$ cat src/hdl/qsse_pkg.sv
// shared types and constants of the quaternion smallest-three encoder
// depends on nothing; every other file imports it

package qsse_pkg;

	localparam int NUM_COMP  = 4;
	localparam int IDX_W     = 2;
	localparam int CODE_W    = 19;
	localparam int TOTAL_W   = 6;
	localparam int LEVEL_W   = 4;
	localparam int WIDTH_W   = 5;
	localparam int CFG_IDX_W = 1;
	localparam int CFG_DATA_W = 4;

	// register indexes on the configuration port
	localparam logic [CFG_IDX_W-1:0] REG_PRECISION = 1'd0;
	localparam logic [CFG_IDX_W-1:0] REG_RAW       = 1'd1;

	localparam logic [LEVEL_W-1:0] LEVEL_MIN   = 4'd1;
	localparam logic [LEVEL_W-1:0] LEVEL_MAX   = 4'd11;
	localparam logic [LEVEL_W-1:0] LEVEL_RESET = 4'd8;
	localparam logic [WIDTH_W-1:0] LEVEL_BIAS  = 5'd8;

	// settings the datapath sees, derived from the registers
	typedef struct packed {
		logic                raw;
		logic [WIDTH_W-1:0]  width;
		logic [CODE_W-1:0]   top;
	} code_cfg_t;

	// one result word
	typedef struct packed {
		logic [IDX_W-1:0]   largest_index;
		logic               largest_negative;
		logic [CODE_W-1:0]  code_first;
		logic [CODE_W-1:0]  code_second;
		logic [CODE_W-1:0]  code_third;
		logic [TOTAL_W-1:0] total_bits;
	} result_t;

	// round(2^(cb-1) / sqrt(2)) = rounded square root of 2^(2*cb-3), elaboration only
	function automatic longint unsigned qsse_offset(int unsigned cb);
		longint unsigned x;
		longint unsigned r;
		longint unsigned bt;
		longint unsigned xs;
		x  = 64'd1 << (2 * cb - 3);
		xs = x;
		r  = 0;
		bt = 64'd1 << 62;
		while (bt > x)
			bt = bt >> 2;
		while (bt != 0) begin
			if (x >= r + bt) begin
				x = x - (r + bt);
				r = (r >> 1) + bt;
			end else begin
				r = r >> 1;
			end
			bt = bt >> 2;
		end
		if (xs - r * r > r)
			r = r + 1;
		return r;
	endfunction

endpackage

$ cat src/hdl/qsse_if.sv
// channel interfaces of the quaternion smallest-three encoder
// depends on qsse_pkg

interface qsse_comp_if import qsse_pkg::*; #(
	parameter int COMPONENT_BITS = 16
);
	logic                             valid;
	logic                             ready;
	logic signed [COMPONENT_BITS-1:0] comp_0;
	logic signed [COMPONENT_BITS-1:0] comp_1;
	logic signed [COMPONENT_BITS-1:0] comp_2;
	logic signed [COMPONENT_BITS-1:0] comp_3;

	modport source (output valid, comp_0, comp_1, comp_2, comp_3, input ready);
	modport sink (input valid, comp_0, comp_1, comp_2, comp_3, output ready);
endinterface

interface qsse_res_if import qsse_pkg::*; ();
	logic               valid;
	logic               ready;
	logic [IDX_W-1:0]   largest_index;
	logic               largest_negative;
	logic [CODE_W-1:0]  code_first;
	logic [CODE_W-1:0]  code_second;
	logic [CODE_W-1:0]  code_third;
	logic [TOTAL_W-1:0] total_bits;

	modport source (output valid, largest_index, largest_negative, code_first,
		code_second, code_third, total_bits, input ready);
	modport sink (input valid, largest_index, largest_negative, code_first,
		code_second, code_third, total_bits, output ready);
endinterface

interface qsse_cfg_if import qsse_pkg::*; ();
	logic                  valid;
	logic                  ready;
	logic [CFG_IDX_W-1:0]  index;
	logic [CFG_DATA_W-1:0] data;

	modport source (output valid, index, data, input ready);
	modport sink (input valid, index, data, output ready);
endinterface

$ cat src/hdl/qsse_lane.sv
// one component lane: magnitude, sign, offset and scale product, raw code
// depends on qsse_pkg

module qsse_lane import qsse_pkg::*; #(
	parameter int COMPONENT_BITS = 16
) (
	input  logic                             clk,
	input  logic                             en,
	input  code_cfg_t                        cfg,
	input  logic signed [COMPONENT_BITS-1:0] comp,
	output logic [COMPONENT_BITS-1:0]        mag_s1,
	output logic                             neg_s1,
	output logic signed [COMPONENT_BITS+20:0] prod_s1,
	output logic [CODE_W-1:0]                raw_s1
);
	localparam int CB = COMPONENT_BITS;
	localparam int PW = CB + 21;
	localparam logic signed [CB:0] OFF = (CB+1)'(qsse_offset(CB));

	logic signed [CB:0]     sum;
	logic signed [CODE_W:0] top_s;
	logic [CB+CODE_W-1:0]   raw_ext;

	always_comb begin
		sum     = (CB+1)'(comp) + OFF;
		top_s   = {1'b0, cfg.top};
		raw_ext = {{CODE_W{1'b0}}, comp};
	end

	always_ff @(posedge clk) begin
		if (en) begin
			mag_s1  <= comp[CB-1] ? (~comp + 1'b1) : comp;
			neg_s1  <= comp[CB-1];
			prod_s1 <= PW'(sum) * PW'(top_s);
			raw_s1  <= raw_ext[CODE_W-1:0];
		end
	end
endmodule

$ cat src/hdl/qsse_merge.sv
// merge stage: picks the largest lane, finishes the codes, packs the result
// depends on qsse_pkg

module qsse_merge import qsse_pkg::*; #(
	parameter int COMPONENT_BITS = 16
) (
	input  logic                              clk,
	input  logic                              en,
	input  code_cfg_t                         cfg,
	input  logic [COMPONENT_BITS-1:0]         mag_s1  [NUM_COMP],
	input  logic                              neg_s1  [NUM_COMP],
	input  logic signed [COMPONENT_BITS+20:0] prod_s1 [NUM_COMP],
	input  logic [CODE_W-1:0]                 raw_s1  [NUM_COMP],
	output result_t                           res_s2
);
	localparam int CB = COMPONENT_BITS;
	localparam int PW = CB + 21;
	localparam int QW = PW - CB;
	localparam logic signed [PW:0] HALF = (PW+1)'(1) <<< (CB - 1);
	localparam logic [TOTAL_W-1:0] RAW_TOTAL = TOTAL_W'(3 + 3 * CB);

	logic signed [PW:0]  num  [NUM_COMP];
	logic [QW-1:0]       quot [NUM_COMP];
	logic [CODE_W-1:0]   code [NUM_COMP];
	logic [IDX_W-1:0]    best;
	logic [CB-1:0]       best_mag;
	result_t             res;

	always_comb begin
		// first largest magnitude wins, so only a strictly larger one replaces it
		best     = '0;
		best_mag = mag_s1[0];
		for (int i = 1; i < NUM_COMP; i++) begin
			if (mag_s1[i] > best_mag) begin
				best     = IDX_W'(i);
				best_mag = mag_s1[i];
			end
		end

		for (int i = 0; i < NUM_COMP; i++) begin
			num[i]  = (PW+1)'(prod_s1[i]) + HALF;
			quot[i] = num[i][PW-1:CB];
			if (cfg.raw)
				code[i] = raw_s1[i];
			else if (num[i][PW])
				code[i] = '0;
			else if (quot[i] > QW'(cfg.top))
				code[i] = cfg.top;
			else
				code[i] = quot[i][CODE_W-1:0];
		end

		res.largest_index    = best;
		res.largest_negative = neg_s1[best];
		res.code_first       = (best == 2'd0) ? code[1] : code[0];
		res.code_second      = (best <= 2'd1) ? code[2] : code[1];
		res.code_third       = (best <= 2'd2) ? code[3] : code[2];
		res.total_bits       = cfg.raw ? RAW_TOTAL
			: TOTAL_W'(7'd3 + 7'd3 * 7'(cfg.width));
	end

	always_ff @(posedge clk) begin
		if (en)
			res_s2 <= res;
	end
endmodule

$ cat src/hdl/quaternion_smallest_three_encoder.sv
// top level of the quaternion smallest-three encoder
// depends on qsse_pkg, qsse_if, qsse_lane and qsse_merge

// Takes one quaternion word per cycle while not stalled (four signed components) and
// returns one result word per quaternion: the index and sign of the first component
// with the largest magnitude, and a code for each of the other three in index order.
// In quantized mode a code has precision_level + 8 bits (level clamped to 1..11) and
// is the component shifted by round(2^(COMPONENT_BITS-1)/sqrt(2)), scaled by 2^b - 1,
// divided by 2^COMPONENT_BITS with rounding to nearest and saturated; in raw mode the
// component words go through. Throughput is one word per clock while not stalled; a
// word passes the lane stage (offset add and scale multiply) and the merge stage
// (largest search, rounding, saturation and selection) into the result register. The
// pipeline stalls as a whole only when both stages are full and the result is not
// taken; a held result never blocks a word entering an empty lane stage. Registers:
// index 0 precision_level (reset 8), index 1 raw_mode (reset 0); the configuration
// channel is always ready and should only be written while idle.

module quaternion_smallest_three_encoder import qsse_pkg::*; #(
	parameter int COMPONENT_BITS = 16
) (
	input  logic       clk,
	input  logic       arst_n,
	qsse_cfg_if.sink   cfg,
	qsse_comp_if.sink  comp,
	qsse_res_if.source result
);
	localparam int CB = COMPONENT_BITS;

	// configuration registers
	logic [LEVEL_W-1:0] precision_level_q;
	logic               raw_mode_q;
	logic [LEVEL_W-1:0] level;
	code_cfg_t          code_cfg;

	// pipeline control
	logic valid_s1;
	logic valid_s2;
	logic en1;
	logic en2;

	// lane outputs
	logic signed [CB-1:0]    comp_w  [NUM_COMP];
	logic [CB-1:0]           mag_s1  [NUM_COMP];
	logic                    neg_s1  [NUM_COMP];
	logic signed [CB+20:0]   prod_s1 [NUM_COMP];
	logic [CODE_W-1:0]       raw_s1  [NUM_COMP];
	result_t                 res_s2;

	assign cfg.ready = 1'b1;

	always_ff @(posedge clk or negedge arst_n) begin
		if (!arst_n) begin
			precision_level_q <= LEVEL_RESET;
			raw_mode_q        <= 1'b0;
		end else if (cfg.valid) begin
			unique case (cfg.index)
				REG_PRECISION: precision_level_q <= cfg.data;
				REG_RAW:       raw_mode_q        <= cfg.data[0];
				default: ;
			endcase
		end
	end

	// out-of-range levels clamp to the nearest legal one
	always_comb begin
		if (precision_level_q < LEVEL_MIN)
			level = LEVEL_MIN;
		else if (precision_level_q > LEVEL_MAX)
			level = LEVEL_MAX;
		else
			level = precision_level_q;
		code_cfg.raw   = raw_mode_q;
		code_cfg.width = WIDTH_W'(level) + LEVEL_BIAS;
		code_cfg.top   = CODE_W'((20'd1 << code_cfg.width) - 20'd1);
	end

	// stage enables: a stage loads when it is empty or when its successor has room
	assign en2        = !valid_s2 || result.ready;
	assign en1        = !valid_s1 || en2;
	assign comp.ready = en1;

	always_ff @(posedge clk or negedge arst_n) begin
		if (!arst_n) begin
			valid_s1 <= 1'b0;
			valid_s2 <= 1'b0;
		end else begin
			if (en1)
				valid_s1 <= comp.valid;
			if (en2)
				valid_s2 <= valid_s1;
		end
	end

	assign comp_w[0] = comp.comp_0;
	assign comp_w[1] = comp.comp_1;
	assign comp_w[2] = comp.comp_2;
	assign comp_w[3] = comp.comp_3;

	// one lane per quaternion component
	for (genvar g = 0; g < NUM_COMP; g++) begin : g_lane
		qsse_lane #(.COMPONENT_BITS(CB)) u_lane (
			.clk     (clk),
			.en      (en1),
			.cfg     (code_cfg),
			.comp    (comp_w[g]),
			.mag_s1  (mag_s1[g]),
			.neg_s1  (neg_s1[g]),
			.prod_s1 (prod_s1[g]),
			.raw_s1  (raw_s1[g])
		);
	end

	qsse_merge #(.COMPONENT_BITS(CB)) u_merge (
		.clk     (clk),
		.en      (en2),
		.cfg     (code_cfg),
		.mag_s1  (mag_s1),
		.neg_s1  (neg_s1),
		.prod_s1 (prod_s1),
		.raw_s1  (raw_s1),
		.res_s2  (res_s2)
	);

	// result register drives the output word
	assign result.valid            = valid_s2;
	assign result.largest_index    = res_s2.largest_index;
	assign result.largest_negative = res_s2.largest_negative;
	assign result.code_first       = res_s2.code_first;
	assign result.code_second      = res_s2.code_second;
	assign result.code_third       = res_s2.code_third;
	assign result.total_bits       = res_s2.total_bits;
endmodule
$ cat src/flat_wrapper.sv
// flat-port wrapper written by rule: the top's interface ports become plain ports
module quaternion_smallest_three_encoder_flat import qsse_pkg::*;
#(
	parameter int COMPONENT_BITS = 16
)
  (clk, arst_n, cfg_valid, cfg_index, cfg_data, cfg_ready, comp_valid, comp_comp_0, comp_comp_1, comp_comp_2, comp_comp_3, comp_ready, result_valid, result_largest_index, result_largest_negative, result_code_first, result_code_second, result_code_third, result_total_bits, result_ready);
  qsse_cfg_if cfg_i ();
  qsse_comp_if #(.COMPONENT_BITS(COMPONENT_BITS)) comp_i ();
  qsse_res_if result_i ();
  input  logic clk;
  input  logic arst_n;
  input wire logic [$bits(cfg_i.valid)-1:0] cfg_valid;
  input wire logic [$bits(cfg_i.index)-1:0] cfg_index;
  input wire logic [$bits(cfg_i.data)-1:0] cfg_data;
  output wire logic [$bits(cfg_i.ready)-1:0] cfg_ready;
  input wire logic [$bits(comp_i.valid)-1:0] comp_valid;
  input wire logic [$bits(comp_i.comp_0)-1:0] comp_comp_0;
  input wire logic [$bits(comp_i.comp_1)-1:0] comp_comp_1;
  input wire logic [$bits(comp_i.comp_2)-1:0] comp_comp_2;
  input wire logic [$bits(comp_i.comp_3)-1:0] comp_comp_3;
  output wire logic [$bits(comp_i.ready)-1:0] comp_ready;
  output wire logic [$bits(result_i.valid)-1:0] result_valid;
  output wire logic [$bits(result_i.largest_index)-1:0] result_largest_index;
  output wire logic [$bits(result_i.largest_negative)-1:0] result_largest_negative;
  output wire logic [$bits(result_i.code_first)-1:0] result_code_first;
  output wire logic [$bits(result_i.code_second)-1:0] result_code_second;
  output wire logic [$bits(result_i.code_third)-1:0] result_code_third;
  output wire logic [$bits(result_i.total_bits)-1:0] result_total_bits;
  input wire logic [$bits(result_i.ready)-1:0] result_ready;
  assign cfg_i.valid = cfg_valid;
  assign cfg_i.index = cfg_index;
  assign cfg_i.data = cfg_data;
  assign cfg_ready = cfg_i.ready;
  assign comp_i.valid = comp_valid;
  assign comp_i.comp_0 = comp_comp_0;
  assign comp_i.comp_1 = comp_comp_1;
  assign comp_i.comp_2 = comp_comp_2;
  assign comp_i.comp_3 = comp_comp_3;
  assign comp_ready = comp_i.ready;
  assign result_valid = result_i.valid;
  assign result_largest_index = result_i.largest_index;
  assign result_largest_negative = result_i.largest_negative;
  assign result_code_first = result_i.code_first;
  assign result_code_second = result_i.code_second;
  assign result_code_third = result_i.code_third;
  assign result_total_bits = result_i.total_bits;
  assign result_i.ready = result_ready;
  quaternion_smallest_three_encoder #(.COMPONENT_BITS(COMPONENT_BITS)) u_core (.clk(clk), .arst_n(arst_n), .cfg(cfg_i), .comp(comp_i), .result(result_i));
endmodule
$ cat config.mk
export PLATFORM = sky130hd
export DESIGN_NAME = quaternion_smallest_three_encoder_flat
export DESIGN_NICKNAME = d
export VERILOG_FILES = /design/src/hdl/qsse_pkg.sv /design/src/hdl/qsse_if.sv /design/src/hdl/qsse_lane.sv /design/src/hdl/qsse_merge.sv /design/src/hdl/quaternion_smallest_three_encoder.sv /design/src/flat_wrapper.sv
export SDC_FILE = /design/constraint.sdc
export NUM_CORES = 2
export LEC_CHECK = 0
export BUFFER_PORTS_ARGS = -buffer_cell sky130_fd_sc_hd__buf_2
export CAP_MARGIN = 25
export CORE_UTILIZATION = 35
export DETAILED_ROUTE_END_ITERATION = 7
export GPL_ROUTABILITY_DRIVEN = 0
export SYNTH_ARGS = -nofsm -noshare
export SYNTH_HDL_FRONTEND = slang
export SYNTH_HIERARCHICAL = 1
export SYNTH_SLANG_ARGS = --single-unit
$ cat constraint.sdc
create_clock -name clk -period 13.1 [get_ports clk]
set_input_delay 2.62 -clock clk [delete_from_list [all_inputs] [get_ports clk]]
set_output_delay 2.62 -clock clk [all_outputs]
set_load 0.005 [all_outputs]
* Word-level counts from Yosys, hierarchy flattened *
Index checks and enable logic that the tools add are counted.

storage, ports and cells
  flip-flop bits (word level) = 353
  input port bits = 74
  output and inout port bits = 69
  logic and storage cells = 105

operators by class
  $add $sub $neg = 15
  multipliers = 5
  magnitude comparators = 12
  shift operators = 1
  multiplexer cells = 29
  bitwise gates (word level) = 6
  reductions and logical operators = 7

operators by type and width
  kind                                                         number
  2-to-1 mux 19 bit                                            15
  adder 37 x 17 -> 38 bit (second input constant)              4
  multiplier 17 x 20 -> 37 bit                                 4
  > comparator 21 x 19 -> 1 bit                                4
  adder 16 x 16 -> 17 bit (second input constant)              4
  adder 16 x 1 -> 16 bit (second input constant)               4
  NOT 16 bit                                                   4
  2-to-1 mux 15 bit                                            4
  > comparator 16 bit                                          3
  2-to-1 mux 16 bit                                            2
  left shift 1 x 5 -> 19 bit (first input constant)            1
  subtractor 19 x 1 -> 19 bit (second input constant)          1
  2-to-1 mux 4 bit                                             2
  adder 2 x 6 -> 6 bit (first input constant)                  1
  multiplier 2 x 5 -> 6 bit (first input constant)             1
  adder 4 x 4 -> 5 bit (second input constant)                 1
  > comparator 4 bit (second input constant)                   1
  less-than comparator 4 x 1 -> 1 bit (second input constant)  1
  2-to-1 mux 2 bit                                             2
  AND reduction 2 bit                                          2
  greater-or-equal comparator 3 bit (second input constant)    1
  2-to-1 mux 1 bit                                             3
  NOT 2 -> 3 bit                                               1
  binary-select mux 1 bit (select 2 bit)                       1
  6 further kinds                                              8

* Logic depth before layout (Yosys ltp) *
  depth in word-level cells = 11
  mapped depth = 31
  depth with buffers taken out = 29

* Modules after synthesis *
Netlist, hierarchy kept.

modules (own cells, without submodules)
  module                                    instances  cells each  area each (µm²)  seq. area each (µm²)
  qsse_lane at u_core.g_lane[0].u_lane ...  2          1,434       13,669.4         2,042.0
  qsse_lane at u_core.g_lane[2].u_lane      1          1,441       13,693.1         2,042.0
  qsse_lane at u_core.g_lane[3].u_lane      1          1,443       13,673.1         2,042.0
  qsse_merge                                1          1,019       9,146.3          1,981.9
  quaternion_smallest_three_encoder         1          44          414.1            176.4

* Worst setup path after synthesis *
Ideal clock, no wire load.

  kind = in2out
  start point = in result_ready
  end point = out comp_ready
  arrival time = 8,397 ps
  data required time = 10,480 ps
  slack = 2,083 ps
  stages = 2
  buffers on the path = 0
  cells stage by stage = nor2b_1 > nand2_1

on the way
  longest elaborated chain between the ends = 2

ends and longest elaborated chain
  what                RTL line                                 text
  start: declaration  flat_wrapper.sv:29                       input wire logic [$bits(result_i.ready)-1:0] result_ready;
  logical OR 1 bit    quaternion_smallest_three_encoder.sv:78  assign en2 = !valid_s2 || result.ready;
  logical OR 1 bit    quaternion_smallest_three_encoder.sv:79  assign en1 = !valid_s1 || en2;
  end: declaration    flat_wrapper.sv:21                       output wire logic [$bits(comp_i.ready)-1:0] comp_ready;

Every way passes these cells.

* Worst setup path in the final report *
  start point = in comp_comp_1[1]
  end point = reg u_core.g_lane[1].u_lane.prod_s1[33], data pin

on the way
  longest elaborated chain between the ends = 2

ends and longest elaborated chain
  what                          RTL line            text
  start: declaration            flat_wrapper.sv:18  input wire logic [$bits(comp_i.comp_1)-1:0] comp_comp_1;
  adder 16 x 16 -> 17 bit       qsse_lane.sv:25     sum = (CB+1)'(comp) + OFF;
  multiplier 17 x 20 -> 37 bit  qsse_lane.sv:34     prod_s1 <= PW'(sum) * PW'(top_s);
  end signal: assignment        qsse_lane.sv:34
  end: declaration              qsse_lane.sv:13     output logic signed [COMPONENT_BITS+20:0] prod_s1,

Every way passes these cells.
A chain may end at the register's enable or synchronous reset.

==> metrics <==
status finished, final reports clean; CTS tree yes; Longest Clk Path Bufs 3; post-CTS setup buffers 0; syn avg cell area 9.28 um2; Die Y 422 um; CP Data Required Time 13400 ps; DR DRC count 0; Fin Setup TNS 0 ps; grt ovf 0; mapped cell area 61800 um2; # nets final 8739; worst skew pair latency 580 ps; starting density of the core 35.4%; Crit Path Category in -> reg; die area 178000 um2; Port Buffers 141; Worst-Margin Slew 1160 ps; max-cap viol count 0; Top cell by count, worst path fa_1; CTS buffer count 35; Hold Violations, Final 0; Setup crit start kind input port; final setup vio count 0; commonest non-fill, non-tap cells in the layout inv_1 (1367), fa_1 (1016), nand2_1 (882), ha_1 (676), and2_1 (436); critical path endpoint category flop; detailed placement HPWL 142000 um; cell row count 153; io pins 143; Starting DRT DRC Count 2884; Clk Tree Root Cell clkbuf_16; # resized after CTS 0; Final period util 78.1%; Slew Viols, Final 0; fin crit period 10230 ps; Vias 46.1k; R2R Path Start u_core/precision_level_q[3]; wire per inst 19.3 um; Hold WC Path Type reg -> reg; Slew HR 22.5%; final wirelength 180000 um; first drt pass iteration count 6; Critical path origin comp_comp_1[1]; fmax 97.8 MHz; CP arrival 10530 ps; layout cells sized above 1 5.83%; unrepaired setup endpoints after global routing false; GRT Resource Usage Total 20.4%; Filler Cells Inserted 17.6k; hold_buf cts 0; vias in the first global route 48.6k; clock sink total 285; H-tree levels 2; Antenna Nets Post-Route 0; Syn. warnings 6; Clock Skew 33.4 ps; Cells after Synth 6660; clock-pin slew of the registers on the worst-case setup and hold paths 60 ps; area grow syn2layout 9.04%; Hold Crit Start u_core/valid_s1; initial antenna violation count 16; Critical-path top delay cell a21oi_2; core area 175000 um2; Die Width 422 um; most common cell after layout, fill and taps aside inv_1; first-pass GRT wire length 282000 um; crit-path max cell delay 830 ps; Hold Slack 547 ps; crit path max fanout 23; drt via density 4.94; largest net degree at the start of global routing 75
-- final cells by class --
class	instances	area (um2)	share of cell area, %
clock buffer	39	912	1.35
sequential	285	8530	12.7
antenna	11	27.5	0.0408
inverter	1369	5140	7.62
tap	2325	2910	4.31
multi-input combinational	5061	48200	71.5
clock inverter	24	343	0.508
timing repair buffer	221	1360	2.01
-- through the flow --
stage                     instances  setup slack, ps  util [%]  cell area, um2
after floorplan                6992             3330         -           63100
final                          9335             2870      38.6           67400
after CTS                      9320             2960      38.6           67300
after global placement         9257             2590      37.8           66100
after global routing           9328             2380      38.6           67400
after detailed placement       9257             2380      37.8           66100
-- metal layers --
metal | GRT usage (%) | up-vias | share of wire, %
met3 | 2.27 | 422 | 5.1
li1 | - | 21200 | -
met4 | 12.8 | 8 | 7.5
met2 | 35.1 | 1319 | 49
met5 | 0 | - | 0.027
met1 | 24.3 | 23100 | 39
-- registers in the layout (all words and copies together), names as in the netlist --
signal                        count
u_core/g_lane.u_lane/prod_s1     88
u_core/u_merge/res_s2            66
u_core/g_lane.u_lane/mag_s1      64
u_core/g_lane.u_lane/raw_s1      56
u_core/g_lane.u_lane/neg_s1       4
u_core/precision_level_q          4
u_core/raw_mode_q                 1
u_core/result.valid               1
u_core/valid_s1                   1
-- path summary, 6_finish.rpt --
path                                                        to  slack (ps)  cells after the start
setup / recovery           u_core/g_lane[1].u_lane/prod_s1[33]        2870                     26
hold / removal                             u_core/result.valid         550                      1
setup reg to reg           u_core/g_lane[1].u_lane/prod_s1[33]        4330                     24
hold reg to reg                            u_core/result.valid         550                      1
max in group asynchronous          u_core/precision_level_q[3]       11010                      1
min in group asynchronous                      u_core/valid_s1        1860                      1
-- critical path: cells and delay by family --
family	cells	cell delay, ps
compound gates	11	2840
fa+ha+maj	8	3870
buf+inv	4	640
simple gates	3	530
Power is left out: the tool's default activity adds up to more than one toggle a clock period on the data nets, which glitch-free logic cannot reach.
